==> config.mk <==
export PLATFORM = sky130hd
export DESIGN_NAME = gear_shift_controller_flat
export DESIGN_NICKNAME = d
export VERILOG_FILES = /design/src/sv/gsc_pkg.sv /design/src/sv/gsc_if.sv /design/src/sv/gsc_front.sv /design/src/sv/gsc_queue.sv /design/src/sv/gsc_back.sv /design/src/sv/gear_shift_controller.sv /design/src/flat_wrapper.sv
export SDC_FILE = /design/constraint.sdc
export NUM_CORES = 1
export LEC_CHECK = 0
export ABC_AREA = 1
export BUFFER_PORTS_ARGS = -buffer_cell sky130_fd_sc_hd__buf_2
export CORE_AREA = 2 2 251 253
export CTS_CLUSTER_DIAMETER = 40
export DETAILED_ROUTE_END_ITERATION = 12
export DIE_AREA = 0 0 253 255
export PLACE_DENSITY = 0.66
export RECOVER_POWER = 25
export SYNTH_ARGS = -nofsm -noshare
export SYNTH_HDL_FRONTEND = slang
export SYNTH_SLANG_ARGS = --single-unit
export TNS_END_PERCENT = 10
==> constraint.sdc <==
create_clock -name clk -period 9 [get_ports clk]
set_input_delay 1.35 -clock clk [delete_from_list [all_inputs] [get_ports clk]]
set_output_delay 1.35 -clock clk [all_outputs]
set_load 0.02 [all_outputs]
==> src/sv/gsc_pkg.sv <==
package gsc_pkg;

  localparam int ADC_BITS_DEF = 10;
  localparam int Q_DEPTH = 2;

  localparam logic [11:0] FULL_SCALE_MV = 12'd3300;
  localparam logic [10:0] ID_SWITCH = 11'h195;
  localparam logic [10:0] ID_SPEED = 11'h454;
  localparam logic [7:0] GATE_BASE = 8'd102;
  localparam logic [7:0] ENGAGE_BASE = 8'd85;
  localparam logic signed [3:0] MIN_GEAR = -4'sd1;
  localparam logic signed [31:0] RPM_LOW = 32'sd10;
  localparam logic signed [31:0] RPM_MID = 32'sd2000;
  localparam logic signed [31:0] RPM_HIGH = 32'sd5000;
  localparam logic signed [21:0] CUR_SAT = 22'sd1048575;

  // result events
  localparam logic [3:0] EV_NONE = 4'd0;
  localparam logic [3:0] EV_NEUTRAL = 4'd1;
  localparam logic [3:0] EV_UP = 4'd2;
  localparam logic [3:0] EV_DOWN = 4'd3;
  localparam logic [3:0] EV_FOURTH = 4'd4;
  localparam logic [3:0] EV_THIRD = 4'd5;
  localparam logic [3:0] EV_SECOND = 4'd6;
  localparam logic [3:0] EV_FIRST = 4'd7;
  localparam logic [3:0] EV_AT_MAX = 4'd8;
  localparam logic [3:0] EV_AT_MIN = 4'd9;
  localparam logic [3:0] EV_SPEED = 4'd10;
  localparam logic [3:0] EV_OVERCUR = 4'd11;

  // item kinds
  localparam logic [1:0] K_TICK = 2'd0;
  localparam logic [1:0] K_SWITCH = 2'd1;
  localparam logic [1:0] K_SPEED = 2'd2;
  localparam logic [1:0] K_OTHER = 2'd3;

  // configuration register indexes
  localparam logic [2:0] R_MAX_GEAR = 3'd0;
  localparam logic [2:0] R_DEBOUNCE = 3'd1;
  localparam logic [2:0] R_CUR_LIMIT = 3'd2;
  localparam logic [2:0] R_CUR_TICKS = 3'd3;
  localparam logic [2:0] R_GATE_DELAY = 3'd4;
  localparam logic [2:0] R_ENGAGE_DELAY = 3'd5;
  localparam logic [2:0] R_ZERO_MV = 3'd6;
  localparam logic [2:0] R_GAIN = 3'd7;

  typedef struct packed {
    logic [1:0] kind;
    logic [2:0] buttons;  // neutral, down, up
    logic [63:0] data;
  } item_t;

  typedef struct packed {
    logic [1:0] count;
    logic full;
    logic empty;
  } q_stat_t;

  function automatic logic [2:0] table_index(input logic signed [3:0] gear);
    logic signed [4:0] i;
    i = 5'(gear) + 5'sd1;
    if (i < 5'sd0 || i > 5'sd7) return 3'd1;
    return i[2:0];
  endfunction

  function automatic logic [7:0] gate_angle_of(input logic signed [3:0] gear);
    logic [7:0] a;
    case (table_index(gear))
      3'd0: a = 8'd126;
      3'd2: a = 8'd114;
      3'd3: a = 8'd114;
      3'd6: a = 8'd90;
      default: a = GATE_BASE;
    endcase
    return a;
  endfunction

  function automatic logic [7:0] engage_angle_of(input logic signed [3:0] gear);
    logic [7:0] a;
    case (table_index(gear))
      3'd0: a = 8'd110;
      3'd2: a = 8'd110;
      3'd3: a = 8'd62;
      3'd4: a = 8'd110;
      3'd5: a = 8'd62;
      3'd6: a = 8'd110;
      default: a = ENGAGE_BASE;
    endcase
    return a;
  endfunction

  function automatic logic [3:0] sw_bit(input logic [2:0] k);
    logic [3:0] b;
    case (k)
      3'd0: b = 4'd8;
      3'd1: b = 4'd1;
      3'd2: b = 4'd7;
      3'd3: b = 4'd2;
      3'd4: b = 4'd3;
      3'd5: b = 4'd4;
      3'd6: b = 4'd5;
      default: b = 4'd12;
    endcase
    return b;
  endfunction

endpackage

==> src/sv/gsc_if.sv <==
interface gsc_in_if #(parameter int ADC_BITS = gsc_pkg::ADC_BITS_DEF);
  logic valid;
  logic ready;
  logic func;
  logic button_up;
  logic button_down;
  logic button_neutral;
  logic [ADC_BITS-1:0] sensor_sample;
  logic [10:0] frame_id;
  logic [63:0] frame_data;

  modport source(output valid, func, button_up, button_down, button_neutral,
                 sensor_sample, frame_id, frame_data, input ready);
  modport sink(input valid, func, button_up, button_down, button_neutral,
               sensor_sample, frame_id, frame_data, output ready);
endinterface

interface gsc_out_if;
  logic valid;
  logic ready;
  logic [3:0] event_res;
  logic signed [3:0] gear_now;
  logic signed [3:0] gear_goal;
  logic [7:0] gate_angle;
  logic [7:0] engage_angle;
  logic signed [20:0] current_ma;

  modport source(output valid, event_res, gear_now, gear_goal, gate_angle,
                 engage_angle, current_ma, input ready);
  modport sink(input valid, event_res, gear_now, gear_goal, gate_angle,
               engage_angle, current_ma, output ready);
endinterface

==> src/sv/gsc_front.sv <==
module gsc_front #(
  parameter int ADC_BITS = gsc_pkg::ADC_BITS_DEF,
  localparam int QW = ADC_BITS + $bits(gsc_pkg::item_t)
) (
  gsc_in_if.sink in_ch,
  input gsc_pkg::q_stat_t q_stat,
  output logic push,
  output logic [QW-1:0] push_data
);

  gsc_pkg::item_t item;

  // classify the transaction by kind and frame id
  always_comb begin
    item.buttons = {in_ch.button_neutral, in_ch.button_down, in_ch.button_up};
    item.data = in_ch.frame_data;
    if (!in_ch.func) begin
      item.kind = gsc_pkg::K_TICK;
    end else if (in_ch.frame_id == gsc_pkg::ID_SWITCH) begin
      item.kind = gsc_pkg::K_SWITCH;
    end else if (in_ch.frame_id == gsc_pkg::ID_SPEED) begin
      item.kind = gsc_pkg::K_SPEED;
    end else begin
      item.kind = gsc_pkg::K_OTHER;
    end
  end

  assign in_ch.ready = !q_stat.full;
  assign push = in_ch.valid && !q_stat.full;
  assign push_data = {in_ch.sensor_sample, item};

endmodule

==> src/sv/gsc_queue.sv <==
module gsc_queue #(
  parameter int W = 8
) (
  input logic clk,
  input logic rst,
  input logic push,
  input logic [W-1:0] push_data,
  input logic pop,
  output logic [W-1:0] head,
  output gsc_pkg::q_stat_t q_stat
);

  logic [W-1:0] tail;
  logic [1:0] count;

  always_ff @(posedge clk) begin
    if (rst) begin
      count <= 2'd0;
    end else begin
      count <= count + 2'(push) - 2'(pop);
    end
  end

  always_ff @(posedge clk) begin
    case (count)
      2'd0: if (push) head <= push_data;
      2'd1: begin
        if (push && pop) head <= push_data;
        else if (push) tail <= push_data;
      end
      default: begin
        if (pop) head <= tail;
        if (pop && push) tail <= push_data;
      end
    endcase
  end

  assign q_stat.count = count;
  assign q_stat.full = (count == 2'd2);
  assign q_stat.empty = (count == 2'd0);

endmodule

==> src/sv/gsc_back.sv <==
module gsc_back #(
  parameter int ADC_BITS = gsc_pkg::ADC_BITS_DEF,
  localparam int QW = ADC_BITS + $bits(gsc_pkg::item_t),
  localparam int XW = ADC_BITS + 12
) (
  input logic clk,
  input logic rst,
  input logic cfg_we,
  input logic [2:0] cfg_index,
  input logic [15:0] cfg_data,
  input gsc_pkg::q_stat_t q_stat,
  input logic [QW-1:0] head,
  output logic pop,
  gsc_out_if.source out_ch
);

  localparam logic [2:0] S_IDLE = 3'd0;
  localparam logic [2:0] S_MUL = 3'd1;
  localparam logic [2:0] S_DIV = 3'd2;
  localparam logic [2:0] S_CUR = 3'd3;
  localparam logic [2:0] S_EXEC = 3'd4;
  localparam logic [ADC_BITS-1:0] FULL_CODE = '1;

  logic [2:0] state;
  logic [2:0] max_gear;
  logic [7:0] debounce_samples;
  logic [15:0] current_limit_ma, current_limit_ticks;
  logic [9:0] gate_delay_ticks, engage_delay_ticks;
  logic [11:0] sensor_zero_mv;
  logic [7:0] sensor_gain;

  logic signed [3:0] gear_engaged, gear_target;
  logic [7:0] debounce_count [3];
  logic [2:0] debounced_level, button_request;
  logic [7:0] switch_latch, switch_seen;
  logic [15:0] overcurrent_count;
  logic [31:0] motor_rpm;
  logic rpm_valid;
  logic [9:0] gate_timer, engage_timer;
  logic [7:0] gate_servo, engage_servo;

  gsc_pkg::item_t item;
  logic [ADC_BITS-1:0] sample;
  logic [XW-1:0] rem;
  logic [11:0] mv;
  logic signed [20:0] cur;

  logic signed [3:0] gear_engaged_next, gear_target_next;
  logic [7:0] debounce_count_next [3];
  logic [2:0] debounced_level_next, button_request_next;
  logic [7:0] switch_latch_next, switch_seen_next;
  logic [15:0] overcurrent_count_next;
  logic [31:0] motor_rpm_next;
  logic rpm_valid_next;
  logic [9:0] gate_timer_next, engage_timer_next;
  logic [7:0] gate_servo_next, engage_servo_next;
  logic [3:0] ev;

  logic [XW-ADC_BITS-1:0] rem_hi;
  logic [ADC_BITS-1:0] rem_lo;
  logic signed [12:0] diff;
  logic signed [21:0] prod;
  logic commit;

  function automatic logic [9:0] load_delay(input logic [9:0] d);
    return (d == 10'd0) ? 10'd1 : d;
  endfunction

  function automatic logic speed_over(input logic valid, input logic [31:0] rpm,
                                      input logic signed [31:0] limit);
    return !valid || ($signed(rpm) > limit);
  endfunction

  assign pop = (state == S_IDLE) && !q_stat.empty;
  assign commit = (state == S_EXEC) && (!out_ch.valid || out_ch.ready);
  assign rem_hi = rem[XW-1:ADC_BITS];
  assign rem_lo = rem[ADC_BITS-1:0];
  assign diff = $signed({1'b0, mv}) - $signed({1'b0, sensor_zero_mv});
  assign prod = diff * $signed({1'b0, sensor_gain});

  always_ff @(posedge clk) begin
    if (rst) begin
      max_gear <= 3'd6;
      debounce_samples <= 8'd10;
      current_limit_ma <= 16'd2000;
      current_limit_ticks <= 16'd200;
      gate_delay_ticks <= 10'd20;
      engage_delay_ticks <= 10'd45;
      sensor_zero_mv <= 12'd1640;
      sensor_gain <= 8'd15;
    end else if (cfg_we) begin
      unique case (cfg_index)
        gsc_pkg::R_MAX_GEAR: max_gear <= cfg_data[2:0];
        gsc_pkg::R_DEBOUNCE: debounce_samples <= cfg_data[7:0];
        gsc_pkg::R_CUR_LIMIT: current_limit_ma <= cfg_data;
        gsc_pkg::R_CUR_TICKS: current_limit_ticks <= cfg_data;
        gsc_pkg::R_GATE_DELAY: gate_delay_ticks <= cfg_data[9:0];
        gsc_pkg::R_ENGAGE_DELAY: engage_delay_ticks <= cfg_data[9:0];
        gsc_pkg::R_ZERO_MV: sensor_zero_mv <= cfg_data[11:0];
        default: sensor_gain <= cfg_data[7:0];
      endcase
    end
  end

  // sequencer: ticks multiply, reduce by full-scale code, scale; all execute
  always_ff @(posedge clk) begin
    if (rst) begin
      state <= S_IDLE;
    end else begin
      unique case (state)
        S_IDLE: if (pop) begin
          state <= (head[$bits(gsc_pkg::item_t)-1 -: 2] == gsc_pkg::K_TICK) ? S_MUL : S_EXEC;
        end
        S_MUL: state <= S_DIV;
        S_DIV: if (rem_hi == '0 && rem_lo != FULL_CODE) state <= S_CUR;
        S_CUR: state <= S_EXEC;
        S_EXEC: if (commit) state <= S_IDLE;
        default: state <= S_IDLE;
      endcase
    end
  end

  always_ff @(posedge clk) begin
    case (state)
      S_IDLE: if (pop) {sample, item} <= head;
      S_MUL: begin
        rem <= XW'(sample) * XW'(gsc_pkg::FULL_SCALE_MV);
        mv <= 12'd0;
      end
      S_DIV: begin
        // x = q*(2^N-1) + r: fold the high part of r back into the quotient
        if (rem_hi != '0) begin
          mv <= mv + 12'(rem_hi);
          rem <= XW'(rem_lo) + XW'(rem_hi);
        end else if (rem_lo == FULL_CODE) begin
          mv <= mv + 12'd1;
          rem <= '0;
        end
      end
      S_CUR: begin
        if (prod > gsc_pkg::CUR_SAT) cur <= 21'(gsc_pkg::CUR_SAT);
        else if (prod < -gsc_pkg::CUR_SAT) cur <= 21'(-gsc_pkg::CUR_SAT);
        else cur <= prod[20:0];
      end
      default: ;
    endcase
  end

  always_comb begin
    logic [20:0] mag;
    logic [15:0] word;
    logic found;
    logic raw;
    logic signed [3:0] g;
    gear_engaged_next = gear_engaged;
    gear_target_next = gear_target;
    debounce_count_next = debounce_count;
    debounced_level_next = debounced_level;
    button_request_next = button_request;
    switch_latch_next = switch_latch;
    switch_seen_next = switch_seen;
    overcurrent_count_next = overcurrent_count;
    motor_rpm_next = motor_rpm;
    rpm_valid_next = rpm_valid;
    gate_timer_next = gate_timer;
    engage_timer_next = engage_timer;
    gate_servo_next = gate_servo;
    engage_servo_next = engage_servo;
    ev = gsc_pkg::EV_NONE;
    mag = cur[20] ? 21'(-cur) : 21'(cur);
    word = item.data[15:0];
    found = 1'b0;
    raw = 1'b0;
    g = 4'sd0;
    case (item.kind)
      gsc_pkg::K_TICK: begin
        if (gate_timer != 10'd0) begin
          gate_timer_next = gate_timer - 10'd1;
          if (gate_timer_next == 10'd0) gate_servo_next = gsc_pkg::gate_angle_of(gear_target);
        end
        if (engage_timer != 10'd0) begin
          engage_timer_next = engage_timer - 10'd1;
          if (engage_timer_next == 10'd0) begin
            engage_servo_next = gsc_pkg::engage_angle_of(gear_target);
            gear_engaged_next = gear_target;
          end
        end
        if (mag > {5'd0, current_limit_ma}) begin
          if (overcurrent_count != 16'hFFFF) overcurrent_count_next = overcurrent_count + 16'd1;
        end else begin
          overcurrent_count_next = 16'd0;
        end
        if (overcurrent_count_next > current_limit_ticks) begin
          engage_servo_next = gsc_pkg::ENGAGE_BASE;
          gear_engaged_next = 4'sd0;
          gear_target_next = 4'sd0;
          overcurrent_count_next = 16'd0;
          button_request_next = 3'd0;
          switch_latch_next = 8'd0;
          ev = gsc_pkg::EV_OVERCUR;
        end else begin
          for (int i = 0; i < 3; i++) begin
            raw = item.buttons[i];
            if (raw != debounced_level[i]) begin
              debounce_count_next[i] = debounce_count[i] + 8'd1;
              if (debounce_count_next[i] == debounce_samples) begin
                debounced_level_next[i] = raw;
                debounce_count_next[i] = 8'd0;
                if (raw) button_request_next[i] = 1'b1;
              end
            end else begin
              debounce_count_next[i] = 8'd0;
            end
          end
          if (button_request_next[2] || switch_latch_next[0]) begin
            gear_target_next = 4'sd0;
            engage_servo_next = gsc_pkg::ENGAGE_BASE;
            gate_timer_next = load_delay(gate_delay_ticks);
            gear_engaged_next = 4'sd0;
            button_request_next = 3'd0;
            switch_latch_next = 8'd0;
            ev = gsc_pkg::EV_NEUTRAL;
          end
          if (gear_engaged_next == gear_target_next) begin
            g = gear_engaged_next;
            if (button_request_next[0] || switch_latch_next[1]) begin
              if (g < $signed({1'b0, max_gear})) begin
                gear_target_next = g + 4'sd1;
                ev = gsc_pkg::EV_UP;
              end else begin
                ev = gsc_pkg::EV_AT_MAX;
              end
              button_request_next[0] = 1'b0;
              switch_latch_next[1] = 1'b0;
            end else if (button_request_next[1] || switch_latch_next[2]) begin
              if (g > gsc_pkg::MIN_GEAR) begin
                if (g == 4'sd0 && speed_over(rpm_valid, motor_rpm, gsc_pkg::RPM_LOW))
                  ev = gsc_pkg::EV_SPEED;
                else if (g >= 4'sd2 && speed_over(rpm_valid, motor_rpm, gsc_pkg::RPM_HIGH))
                  ev = gsc_pkg::EV_SPEED;
                else begin
                  gear_target_next = g - 4'sd1;
                  ev = gsc_pkg::EV_DOWN;
                end
              end else begin
                ev = gsc_pkg::EV_AT_MIN;
              end
              button_request_next[1] = 1'b0;
              switch_latch_next[2] = 1'b0;
            end else if (switch_latch_next[6]) begin
              gear_target_next = 4'sd4;
              ev = gsc_pkg::EV_FOURTH;
              switch_latch_next[6] = 1'b0;
            end else if (switch_latch_next[5]) begin
              gear_target_next = 4'sd3;
              ev = gsc_pkg::EV_THIRD;
              switch_latch_next[5] = 1'b0;
            end else if (switch_latch_next[4]) begin
              gear_target_next = 4'sd2;
              ev = gsc_pkg::EV_SECOND;
              switch_latch_next[4] = 1'b0;
            end else if (switch_latch_next[3]) begin
              if (g <= 4'sd0 && speed_over(rpm_valid, motor_rpm, gsc_pkg::RPM_LOW))
                ev = gsc_pkg::EV_SPEED;
              else if (g == 4'sd2 && speed_over(rpm_valid, motor_rpm, gsc_pkg::RPM_HIGH))
                ev = gsc_pkg::EV_SPEED;
              else if (g >= 4'sd3 && speed_over(rpm_valid, motor_rpm, gsc_pkg::RPM_MID))
                ev = gsc_pkg::EV_SPEED;
              else begin
                gear_target_next = 4'sd1;
                ev = gsc_pkg::EV_FIRST;
              end
              switch_latch_next[3] = 1'b0;
            end
            // start of a shift: disengage and load both delay timers
            if (ev == gsc_pkg::EV_UP || ev == gsc_pkg::EV_DOWN || ev == gsc_pkg::EV_FOURTH ||
                ev == gsc_pkg::EV_THIRD || ev == gsc_pkg::EV_SECOND ||
                ev == gsc_pkg::EV_FIRST) begin
              engage_servo_next = gsc_pkg::ENGAGE_BASE;
              gate_timer_next = load_delay(gate_delay_ticks);
              engage_timer_next = load_delay(engage_delay_ticks);
            end
          end
        end
      end
      gsc_pkg::K_SWITCH: begin
        for (int k = 0; k < 8; k++) begin
          if (!found && !switch_seen[k] && !switch_latch[k] && word[gsc_pkg::sw_bit(k[2:0])]) begin
            switch_latch_next[k] = 1'b1;
            switch_seen_next[k] = 1'b1;
            found = 1'b1;
          end
        end
        for (int k = 0; k < 8; k++) begin
          if (!word[gsc_pkg::sw_bit(k[2:0])]) switch_seen_next[k] = 1'b0;
        end
      end
      gsc_pkg::K_SPEED: begin
        motor_rpm_next = item.data[39:8];
        rpm_valid_next = 1'b1;
      end
      default: ;
    endcase
  end

  always_ff @(posedge clk) begin
    if (rst) begin
      gear_engaged <= 4'sd0;
      gear_target <= 4'sd0;
      for (int i = 0; i < 3; i++) debounce_count[i] <= 8'd0;
      debounced_level <= 3'd0;
      button_request <= 3'd0;
      switch_latch <= 8'd0;
      switch_seen <= 8'd0;
      overcurrent_count <= 16'd0;
      motor_rpm <= 32'd0;
      rpm_valid <= 1'b0;
      gate_timer <= 10'd0;
      engage_timer <= 10'd0;
      gate_servo <= gsc_pkg::GATE_BASE;
      engage_servo <= gsc_pkg::ENGAGE_BASE;
    end else if (commit) begin
      gear_engaged <= gear_engaged_next;
      gear_target <= gear_target_next;
      debounce_count <= debounce_count_next;
      debounced_level <= debounced_level_next;
      button_request <= button_request_next;
      switch_latch <= switch_latch_next;
      switch_seen <= switch_seen_next;
      overcurrent_count <= overcurrent_count_next;
      motor_rpm <= motor_rpm_next;
      rpm_valid <= rpm_valid_next;
      gate_timer <= gate_timer_next;
      engage_timer <= engage_timer_next;
      gate_servo <= gate_servo_next;
      engage_servo <= engage_servo_next;
    end
  end

  always_ff @(posedge clk) begin
    if (rst) begin
      out_ch.valid <= 1'b0;
    end else if (commit) begin
      out_ch.valid <= 1'b1;
    end else if (out_ch.ready) begin
      out_ch.valid <= 1'b0;
    end
  end

  always_ff @(posedge clk) begin
    if (commit) begin
      out_ch.event_res <= ev;
      out_ch.gear_now <= gear_engaged_next;
      out_ch.gear_goal <= gear_target_next;
      out_ch.gate_angle <= gate_servo_next;
      out_ch.engage_angle <= engage_servo_next;
      out_ch.current_ma <= (item.kind == gsc_pkg::K_TICK) ? cur : 21'sd0;
    end
  end

endmodule

==> src/sv/gear_shift_controller.sv <==
// Channel   Role    Payload
// in_ch     sink    func, button_up/down/neutral, sensor_sample, frame_id, frame_data
// out_ch    source  event_res, gear_now, gear_goal, gate_angle, engage_angle, current_ma
// cfg       write   cfg_we, cfg_index (register number), cfg_data
//
// A tick transaction passes capture, multiply, the full-scale reduction loop in
// the back end (1 to 4 steps at 10 ADC bits), scaling and execute in turn.
// A frame transaction passes capture and execute only.
// Reset (rst, synchronous, active high) restores control and config registers only.
// A two-entry queue parts the front from the back, so input transactions are
// taken while a result waits on out_ch; the back holds in execute until out_ch
// can take the next result.
module gear_shift_controller #(
  parameter int ADC_BITS = gsc_pkg::ADC_BITS_DEF
) (
  input logic clk,
  input logic rst,
  gsc_in_if.sink in_ch,
  gsc_out_if.source out_ch,
  input logic cfg_we,
  input logic [2:0] cfg_index,
  input logic [15:0] cfg_data
);

  localparam int QW = ADC_BITS + $bits(gsc_pkg::item_t);

  gsc_pkg::q_stat_t q_stat;
  logic push, pop;
  logic [QW-1:0] push_data, head;

  // classify and enqueue
  gsc_front #(.ADC_BITS(ADC_BITS)) u_front (
    .in_ch(in_ch),
    .q_stat(q_stat),
    .push(push),
    .push_data(push_data)
  );

  // hold pending transactions between front and back
  gsc_queue #(.W(QW)) u_queue (
    .clk(clk),
    .rst(rst),
    .push(push),
    .push_data(push_data),
    .pop(pop),
    .head(head),
    .q_stat(q_stat)
  );

  // execute: current measurement, debounce, shift sequencing, frame handling
  gsc_back #(.ADC_BITS(ADC_BITS)) u_back (
    .clk(clk),
    .rst(rst),
    .cfg_we(cfg_we),
    .cfg_index(cfg_index),
    .cfg_data(cfg_data),
    .q_stat(q_stat),
    .head(head),
    .pop(pop),
    .out_ch(out_ch)
  );

`ifndef NO_ASSERTIONS
  a_push_fills: assert property (@(posedge clk) disable iff (rst)
    (in_ch.valid && in_ch.ready) |=> (q_stat.count != 2'd0))
    else $error("queue empty after accepted transaction");

  a_no_push_full: assert property (@(posedge clk) disable iff (rst)
    q_stat.full |-> !push)
    else $error("push into full queue");

  a_overcur_neutral: assert property (@(posedge clk) disable iff (rst)
    (out_ch.valid && out_ch.event_res == gsc_pkg::EV_OVERCUR) |->
      (out_ch.gear_now == 4'sd0 && out_ch.gear_goal == 4'sd0))
    else $error("overcurrent result not in neutral");

  a_event_range: assert property (@(posedge clk) disable iff (rst)
    out_ch.valid |-> (out_ch.event_res <= gsc_pkg::EV_OVERCUR))
    else $error("event code out of range");
`endif

endmodule
==> src/flat_wrapper.sv <==
// flat-port wrapper written by rule: the top's interface ports become plain ports
module gear_shift_controller_flat 
#(
  parameter int ADC_BITS = gsc_pkg::ADC_BITS_DEF
)
  (clk, rst, cfg_we, cfg_index, cfg_data, in_ch_valid, in_ch_func, in_ch_button_up, in_ch_button_down, in_ch_button_neutral, in_ch_sensor_sample, in_ch_frame_id, in_ch_frame_data, in_ch_ready, out_ch_valid, out_ch_event_res, out_ch_gear_now, out_ch_gear_goal, out_ch_gate_angle, out_ch_engage_angle, out_ch_current_ma, out_ch_ready);
  gsc_in_if #(.ADC_BITS(ADC_BITS)) in_ch_i ();
  gsc_out_if out_ch_i ();
  input logic clk;
  input logic rst;
  input logic cfg_we;
  input logic [2:0] cfg_index;
  input logic [15:0] cfg_data;
  input wire logic [$bits(in_ch_i.valid)-1:0] in_ch_valid;
  input wire logic [$bits(in_ch_i.func)-1:0] in_ch_func;
  input wire logic [$bits(in_ch_i.button_up)-1:0] in_ch_button_up;
  input wire logic [$bits(in_ch_i.button_down)-1:0] in_ch_button_down;
  input wire logic [$bits(in_ch_i.button_neutral)-1:0] in_ch_button_neutral;
  input wire logic [$bits(in_ch_i.sensor_sample)-1:0] in_ch_sensor_sample;
  input wire logic [$bits(in_ch_i.frame_id)-1:0] in_ch_frame_id;
  input wire logic [$bits(in_ch_i.frame_data)-1:0] in_ch_frame_data;
  output wire logic [$bits(in_ch_i.ready)-1:0] in_ch_ready;
  output wire logic [$bits(out_ch_i.valid)-1:0] out_ch_valid;
  output wire logic [$bits(out_ch_i.event_res)-1:0] out_ch_event_res;
  output wire logic [$bits(out_ch_i.gear_now)-1:0] out_ch_gear_now;
  output wire logic [$bits(out_ch_i.gear_goal)-1:0] out_ch_gear_goal;
  output wire logic [$bits(out_ch_i.gate_angle)-1:0] out_ch_gate_angle;
  output wire logic [$bits(out_ch_i.engage_angle)-1:0] out_ch_engage_angle;
  output wire logic [$bits(out_ch_i.current_ma)-1:0] out_ch_current_ma;
  input wire logic [$bits(out_ch_i.ready)-1:0] out_ch_ready;
  assign in_ch_i.valid = in_ch_valid;
  assign in_ch_i.func = in_ch_func;
  assign in_ch_i.button_up = in_ch_button_up;
  assign in_ch_i.button_down = in_ch_button_down;
  assign in_ch_i.button_neutral = in_ch_button_neutral;
  assign in_ch_i.sensor_sample = in_ch_sensor_sample;
  assign in_ch_i.frame_id = in_ch_frame_id;
  assign in_ch_i.frame_data = in_ch_frame_data;
  assign in_ch_ready = in_ch_i.ready;
  assign out_ch_valid = out_ch_i.valid;
  assign out_ch_event_res = out_ch_i.event_res;
  assign out_ch_gear_now = out_ch_i.gear_now;
  assign out_ch_gear_goal = out_ch_i.gear_goal;
  assign out_ch_gate_angle = out_ch_i.gate_angle;
  assign out_ch_engage_angle = out_ch_i.engage_angle;
  assign out_ch_current_ma = out_ch_i.current_ma;
  assign out_ch_i.ready = out_ch_ready;
  gear_shift_controller #(.ADC_BITS(ADC_BITS)) u_core (.clk(clk), .rst(rst), .in_ch(in_ch_i), .out_ch(out_ch_i), .cfg_we(cfg_we), .cfg_index(cfg_index), .cfg_data(cfg_data));
endmodule
### Word-level counts from Yosys, hierarchy flattened

Index checks and enable logic that the tools add are counted.

* bits in registers: 545
* output and inout port bits: 51

* add/subtract/negate cells: 16
* $mul: 2
* $lt $le $gt $ge: 22
* equal/unequal tests: 66
* mux-type cells: 204
* bitwise logic cells: 4
* reduce and logical (&&, ||, !) cells: 135

Operator list (count)
* 2-to-1 mux 79 bit: 4
* case mux 79 bit (2 select lines): 2
* 2-to-1 mux 4 bit: 53
* 2-to-1 mux 8 bit: 20
* 2-to-1 mux 10 bit: 11
* 2-to-1 mux 1 bit: 66
* 2-to-1 mux 16 bit: 4
* 2-to-1 mux 3 bit: 18
* AND reduction 3 bit: 17
* 2-to-1 mux 22 bit: 2
* case mux 22 bit (2 select lines): 1
* 2-to-1 mux 21 bit: 2
* zero test 10 bit: 4
* < comparator 4 x 5 -> 1 bit, second input constant: 8
* logical AND 1 bit: 33
* binary-select mux 1 bit (select 4 bit): 8
* > comparator 32 x 12 -> 1 bit, second input constant: 1
* > comparator 32 x 14 -> 1 bit, second input constant: 1
* > comparator 32 x 5 -> 1 bit, second input constant: 1
* zero test 1 bit: 27
* inequality test 2 bit, second input constant: 13
* adder 8 x 1 -> 8 bit, second input constant: 3
* equality test 3 x 2 -> 1 bit, second input constant: 8
* equality test 3 bit, second input constant: 8
* other kinds (64): 134

### Logic depth before layout (Yosys ltp)

Gate-level depths: netlist of the first run.

* depth after elaboration: 49
* mapped depth: 44

### By module

Synthesis of the first run repeated with hierarchy kept, for this count alone.

* cell total of the unflattened synthesis: 3829
* area, all modules: 32373.5 µm²

Modules (own cells, without submodules)
* gsc_back: instances 1, cells an instance 3288, area each 25758.5 µm², sequential area each 9198.8 µm²
* gsc_queue: instances 1, cells an instance 436, area each 5923.2 µm², sequential area each 4784.6 µm²
* gsc_front: instances 1, cells an instance 105, area each 691.9 µm², sequential area each 0.0 µm²

### Worst setup path after synthesis of the first run

OpenSTA, ideal clock, no wires.

* kind: reg-to-reg
* from: reg u_core.u_queue.count[1]
* to: reg u_core.u_queue.head[10], enable pin
* arrival: 7.384 ns
* path slack: 1.067 ns
* cell stages (with the launch flop): 7
* path through: dfxtp_1 -> clkbuf_1 -> nor2_1 -> nor2_1 -> ha_1 -> inv_1 -> a221oi_1

* word-level cells in the longest chain between the ends: 6
* elaborated cells between the ends (all ways): 12
* those cells by class: eq/ne (4); reduce/logical (8)

RTL lines
* from (decl): RTL line gsc_queue.sv:14 `logic [1:0] count;`
* from (signal assigned): RTL line gsc_queue.sv:20 `count <= count + 2'(push) - 2'(pop);`
* equality test 2 bit or zero test 2 bit (tied branches): RTL line gsc_queue.sv:39, gsc_queue.sv:25, gsc_queue.sv:40
* zero test 1 bit (on tied branches): RTL line gsc_front.sv:29, gsc_back.sv:74
* logical AND 1 bit (on tied branches): RTL line gsc_front.sv:29, gsc_back.sv:74
* logical AND 1 bit: RTL line gsc_queue.sv:28 `if (push && pop) head <= push_data;`
* inequality test 2 bit (no line)
* AND reduction 3 bit (no line) (*)
* to (signal assigned): RTL line gsc_queue.sv:26 `2'd0: if (push) head <= push_data;`
* to (signal assigned): RTL line gsc_queue.sv:28
* to (signal assigned): RTL line gsc_queue.sv:32 `if (pop) head <= tail;`
* to (decl): RTL line gsc_queue.sv:9 `output logic [W-1:0] head,`

Mark *: on every way between the ends. The rest lies on a longest branch, timed or not.
A chain may end at the register's enable or synchronous reset.

### Worst setup path after layout of the first run

* from: reg u_core.u_back.mv[0]
* to: reg u_core.u_back.cur[10], data pin

* word-level cells in the longest chain between the ends: 4
* elaborated cells between the ends (all ways): 5
* those cells by class: add/sub (1); mul (1); order compare (2); mux (1)

RTL lines
* from (decl): RTL line gsc_back.sv:45 `logic [11:0] mv;`
* from (signal assigned): RTL line gsc_back.sv:133 `mv <= mv + 12'(rem_hi);`
* from (signal assigned): RTL line gsc_back.sv:136 `mv <= mv + 12'd1;`
* subtractor 12 x 12 -> 13 bit (*): RTL line gsc_back.sv:78 `assign diff = $signed({1'b0, mv}) - $signed({1'b0, sensor_zero_mv});`
* multiplier 13 x 9 -> 22 bit (*): RTL line gsc_back.sv:79 `assign prod = diff * $signed({1'b0, sensor_gain});`
* < comparator 22 x 21 -> 1 bit: RTL line gsc_back.sv:142 `else if (prod < -gsc_pkg::CUR_SAT) cur <= 21'(-gsc_pkg::CUR_SAT);`
* 2-to-1 mux 21 bit: RTL line gsc_back.sv:142
* to (signal assigned): RTL line gsc_back.sv:141 `if (prod > gsc_pkg::CUR_SAT) cur <= 21'(gsc_pkg::CUR_SAT);`
* to (signal assigned): RTL line gsc_back.sv:142
* to (signal assigned): RTL line gsc_back.sv:143 `else cur <= prod[20:0];`
* to (decl): RTL line gsc_back.sv:46 `logic signed [20:0] cur;`

Marks and branches as above.

==> results.yml, run 1 <==
cells_and_area:
  syn_to_final_growth_pct: 14.72
  design_area_um2: 34330
  utilization: 0.5523
  layout_common_cells: "nand2_1 (801), inv_1 (598), nor2_1 (338)"
  final_common_cell: "nand2_1"
  drive_gt1_frac: 0.09278
  fin_nets: 4195
clocking:
  cts_setup_buffers: 0
  cts_htree_levels: 3
  clkTransAtPathRegs_ns: 0.06
  tritoncts: "done"
  insertion_delay_ns: 0.65
  cts-resized-gates: 0
  clk_path_buf_depth: 3
  cts.sinks: 489
  cts_made_buffers: 83
  cts_root_buf: "clkbuf_16"
  cts_hold_repair.buffers: 0
synth:
  netlist_area_um2: 29930
  syn_area_per_cell_um2: 8.204
  synth_edf_count: 263
  yosysWarnings: 0
  synth_async_sr_flop_share: 0
  synth_seq_area_share: 0.4151
  synth-main-ff-cell: "edfxtp_1"
  synth_cells: 3648
  synth_seq_cells: 489
  synth_nets: 4064
  yosysUniqueCellTypes: 60
timing:
  hold_viol_final: 0
  clock.fmax_mhz: 125.3
  slew_viol_final: 137
  fin_tns_setup_ns: 0
  hold-worst-slack_ns: 0.4103
  post-route-period-util: 0.8871
  slew_headroom: -1.037
  fin_crit_ns: 7.984
  finClkSkew_ns: 0.07805
  rsz0062_at_grt: "no"
  timing_worst_slew_pin_value_ns: 3.056
  setup_viol: 0
global_route:
  overflow: 0
  grt_start_max_net_pins: 72
  antenna_found_initial: 3
  grt_pass1_vias: 22606
  grt.total_usage: 0.2114
  grt_pass1_wl_um: 110800
floorplan:
  start_util: 0.4815
  dieArea_um2: 64520
  ioPinCount: 164
  fp-row-count: 92
  coreArea_um2: 62160
  die_y_um: 255
  die_w_um: 253
routing:
  dr.pass1.iters: 8
  vias_per_cell: 5.124
  wl_per_cell_um: 14.67
  drc: 0
  postRouteWirelength_um: 68190
  drtIter0Drc: 1498
  ant_nets: 0
  vias: 23816
critical_path:
  path_max_fanout: 15
  startpoint: "u_core.u_back.mv[0]"
  rr_startpoint: "u_core.u_back.mv[0]"
  critPathKind: "reg2reg"
  endpoint_kind: "register"
  rrSetupSlack_ns: 1.02
  start_kind: "register"
  cp_slowest_cell: "fa_1"
  path_common_cell: "inv_1"
  critPathArrivalTime_ns: 8.50
  worstPathRequired_ns: 9.52
  slowest_delay_ns: 0.68
worst_hold_path:
  hold_path_class: "reg2reg"
  hp-start: "u_core.u_queue.head[24]"
place:
  place.gp.congestion: 0.9299
  post_dp_cell_area_um2: 31320
  dp_hpwl_um: 48840
  numPortBuffers: 137
outcome:
  status: "complete, but fails checks"
  failed_checks: "max-capacitance violations, max-slew violations"
run:
  drv_cap: 3
[logic make-up (layout without fill, tap and decap cells)]
family                     after synthesis  in the layout  share of synthesized area
AOI/OAI and AO/OA                      580            580                     0.1059
xor gates and xnor gates                79             79                    0.02337
adders and majority gates              303            303                     0.1543
buffers and inverters                  729            929                    0.09419
DFF                                    489            489                     0.4151
other                                    0              1                          0
and+or+nand+nor                       1468           1468                     0.2072
[through the flow]
| stage | instances | setup WS (ns) |
|---|---|---|
| floorplan | 3648 | 1.067 |
| global placement | 4493 | 1.095 |
| detailed placement | 4493 | 0.9841 |
| CTS | 4647 | 0.9777 |
| global route | 4647 | 0.3002 |
| finish | 4648 | 1.016 |
[state kept, by name, summed over array words and instances, names as in the netlist, 12 cells and up]
| signal | flops |
|---|---|
| u_core.u_back.overcurrent_count | 16 |
| u_core.u_back.item | 43 |
| u_core.u_back.debounce_count | 24 |
| u_core.u_back.cur | 21 |
| u_core.u_back.motor_rpm | 32 |
| u_core.u_back.sensor_zero_mv | 12 |
| u_core.u_back.current_limit_ticks | 16 |
| u_core.u_queue.head | 53 |
| u_core.u_back.rem | 22 |
| u_core.u_back.current_limit_ma | 16 |
| u_core.u_back.mv | 12 |
| u_core.u_queue.tail | 53 |
| u_core.u_back.out_ch.current_ma | 21 |
[final timing paths]
path         cells after the start                endpoint
max                             39   u_core.u_back.cur[10]
min                              0  u_core.u_back.item[24]
max reg2reg                     39   u_core.u_back.cur[10]
min reg2reg                      0  u_core.u_back.item[24]
[synthesized netlist by cell type (14+ instances only)]
library cell / instances / area share
nand2_1: 801 / 0.10
nand3_1: 139 / 0.023
o21ai_0: 218 / 0.036
a31oi_1: 19 / 0.0040
clkbuf_1: 90 / 0.011
nor4_1: 15 / 0.0031
edfxtp_1: 263 / 0.26
a21oi_1: 245 / 0.041
fa_1: 110 / 0.074
nand4_1: 54 / 0.011
xnor2_1: 21 / 0.0061
nor3_1: 42 / 0.0070
inv_1: 599 / 0.075
dfxtp_1: 226 / 0.15
or2_2: 24 / 0.0050
ha_1: 193 / 0.081
nor2_2: 14 / 0.0029
o211ai_1: 27 / 0.0068
xor2_1: 57 / 0.017
nor2_1: 340 / 0.043
[routing by layer]
| layer | track usage | share of wire | vias to the layer above |
|---|---|---|---|
| met3 | 0.03498 | 0.053 | 139 |
| li1 | - | - | 12100 |
| met2 | 0.3480 | 0.46 | 515 |
| met5 | 0 | 0.00034 | - |
| met4 | 0.07861 | 0.030 | 4 |
| met1 | 0.2811 | 0.46 | 11058 |
[worst max-delay path: cells and delay by family, from the launching register on]
family,cells,cell delay (ns)
flops,1,0.35
simple gates,16,2.76
compound gates,5,0.59
xor+xnor,1,0.14
fa+ha+maj,7,3.06
buf+inv,10,0.99
[final cells by class]
type                       count  area [µm²]
inverter                     617        2317
fill                        5705       27830
multi-input combinational   2430       14740
timing repair buffer         158       783.3
antenna                        1       2.502
sequential                   489       12420
clock buffer                  90        2143
clock inverter                64       927.1
tap                          799       999.7
Power of run 1 is left out: the tool's default activity adds up to more than one toggle a clock period on the data nets, which glitch-free logic cannot reach.
==> run 2: changes to the inputs <==
--- a/config.mk
+++ b/config.mk
@@ -7,13 +7,14 @@
 export LEC_CHECK = 0
 export ABC_AREA = 1
 export BUFFER_PORTS_ARGS = -buffer_cell sky130_fd_sc_hd__buf_2
-export CORE_AREA = 2 2 251 253
+export CORE_AREA = 2 2 261 263
 export CTS_CLUSTER_DIAMETER = 40
 export DETAILED_ROUTE_END_ITERATION = 12
-export DIE_AREA = 0 0 253 255
-export PLACE_DENSITY = 0.66
+export DIE_AREA = 0 0 263 265
+export PLACE_DENSITY = 0.65
 export RECOVER_POWER = 25
 export SYNTH_ARGS = -nofsm -noshare
 export SYNTH_HDL_FRONTEND = slang
+export SYNTH_HIERARCHICAL = 1
 export SYNTH_SLANG_ARGS = --single-unit
 export TNS_END_PERCENT = 10
==> run 2 against run 1 <==
The run still ends with max-capacitance violations, max-slew violations left. Largest cell class unchanged. Maximum frequency increased by 1.3%. Critical endpoint is now u_core/u_back/cur[0]. Flip-flop and latch count unchanged. Critical path type unchanged. Non-clock buffer count is 2 higher. Clock skew is 0.056 ns lower.
==> results.yml, run 2 <==
synth:
  syn_area_per_cell_um2: 8.256
  yosysWarnings: 6
  synth_nets: 4087
  synth_cells: 3671
  netlist_area_um2: 30310
critical_path:
  start_kind: "register"
  path_common_cell: "inv_1"
  crit_end: "u_core/u_back/cur[0]"
  startpoint: "u_core/u_back/mv[0]"
  critPathKind: "reg2reg"
  reg2reg_depth: 38
  endpoint_kind: "register"
  rr_startpoint: "u_core/u_back/mv[0]"
  critPathArrivalTime_ns: 8.25
  rr_endpoint: "u_core/u_back/cur[0]"
  slowest_delay_ns: 0.56
  worstPathRequired_ns: 9.37
  cp_slowest_cell: "fa_1"
  path_max_fanout: 15
  rrSetupSlack_ns: 1.12
global_route:
  grt_pass1_wl_um: 111200
  overflow: 0
  grt_pass1_vias: 22633
  grt.total_usage: 0.1942
  antenna_found_initial: 0
  grt_start_max_net_pins: 94
place:
  place.gp.congestion: 0.8795
  dp_hpwl_um: 48790
  numPortBuffers: 137
timing:
  fin_crit_ns: 7.879
  timing_worst_slew_pin_value_ns: 2.498
  hold_viol_final: 0
  clock.fmax_mhz: 126.9
  finClkSkew_ns: 0.02198
  setup_viol: 0
  post-route-period-util: 0.8754
  slew_headroom: -0.6652
  slew_viol_final: 136
  rsz0062_at_grt: "no"
  fin_tns_setup_ns: 0
routing:
  ant_nets: 0
  dr.pass1.iters: 5
  vias_per_cell: 5.035
  postRouteWirelength_um: 67940
  wl_per_cell_um: 14.47
  drc: 0
  vias: 23640
  drtIter0Drc: 1597
worst_hold_path:
  hold_path_class: "reg2reg"
floorplan:
  start_util: 0.4537
  fp-row-count: 95
  die_w_um: 263
  die_y_um: 265
  dieArea_um2: 69700
  ioPinCount: 164
  coreArea_um2: 66800
clocking:
  insertion_delay_ns: 0.64
  cts_htree_levels: 3
  clkTransAtPathRegs_ns: 0.06
  cts.sinks: 489
  cts_hold_repair.buffers: 0
  clk_path_buf_depth: 3
  cts_made_buffers: 82
  cts_root_buf: "clkbuf_16"
  cts-resized-gates: 0
  tritoncts: "done"
  cts_setup_buffers: 0
outcome:
  failed_checks: "max-capacitance violations, max-slew violations"
  status: "complete, but fails checks"
cells_and_area:
  fin_nets: 4168
  final_common_cell: "nand2_1"
  syn_to_final_growth_pct: 12.88
  drive_gt1_frac: 0.09265
  layout_common_cells: "nand2_1 (733), inv_1 (605), nor2_1 (393)"
  n_fill_cell: 6353
run:
  drv_cap: 3
## run 2: layer usage
| metal | vias to the layer above | GRT usage | part of all wire |
|---|---|---|---|
| met5 | - | 0 | 0 |
| met4 | 0 | 0.06595 | 0.025 |
| met3 | 128 | 0.03335 | 0.055 |
| met2 | 544 | 0.3254 | 0.47 |
| met1 | 10969 | 0.2547 | 0.45 |
| li1 | 11999 | - | - |
## run 2: worst min path at each step
stage | from | endpoint | slack, ns | cells past startpoint
5_1_grt | u_core/u_queue/head[74] | u_core/u_back/sample[5] | 0.42 | 0
2_1_floorplan | u_core/u_queue/head[10] | u_core/u_back/item[10] | 0.40 | 0
3_5_place_dp | u_core/u_queue/head[16] | u_core/u_back/item[16] | 0.40 | 0
4_1_cts | u_core/u_queue/head[17] | u_core/u_back/item[17] | 0.42 | 0
6_report | u_core/u_queue/head[16] | u_core/u_back/item[16] | 0.41 | 0
3_3_place_gp | u_core/u_queue/head[77] | u_core/u_back/sample[8] | 0.40 | 0
## run 2: through the flow
step                      instances  hold WS (ns)  cell area [µm²]  worst slack [ns]  utilization
after floorplan                3671        0.4003            30310             1.854            -
after global placement         4541        0.4007            31390             1.192       0.4699
after detailed placement       4541        0.4045            31390             1.126       0.4699
after CTS                      4694        0.4172            34280             1.096       0.5131
after global routing           4694        0.4175            34210            0.4604       0.5121
final                          4695        0.4141            34210             1.121       0.5122
## run 2: final cells by class
class,count,area (µm²),share of cell area
repair buffers,160,807.0,0.02359
multi-input cells,2399,14670,0.4289
well taps,873,1092,0.03193
clock inverters,52,661.9,0.01935
flip-flops and latches,489,12420,0.3631
inverters,620,2328,0.06806
diodes,1,2.502,0.00007314
clock buffers,101,2225,0.06502
## run 2: critical path: cells and delay by family (launching register included)
family	cells	cell delay [ns]
buffers and inverters	7	0.91
xor gates and xnor gates	1	0.31
AOI/OAI and AO/OA	9	1.12
DFF	1	0.35
adders and majority gates	7	3.07
and+or+nand+nor	14	1.89
Power of run 2 is left out for the same reason.
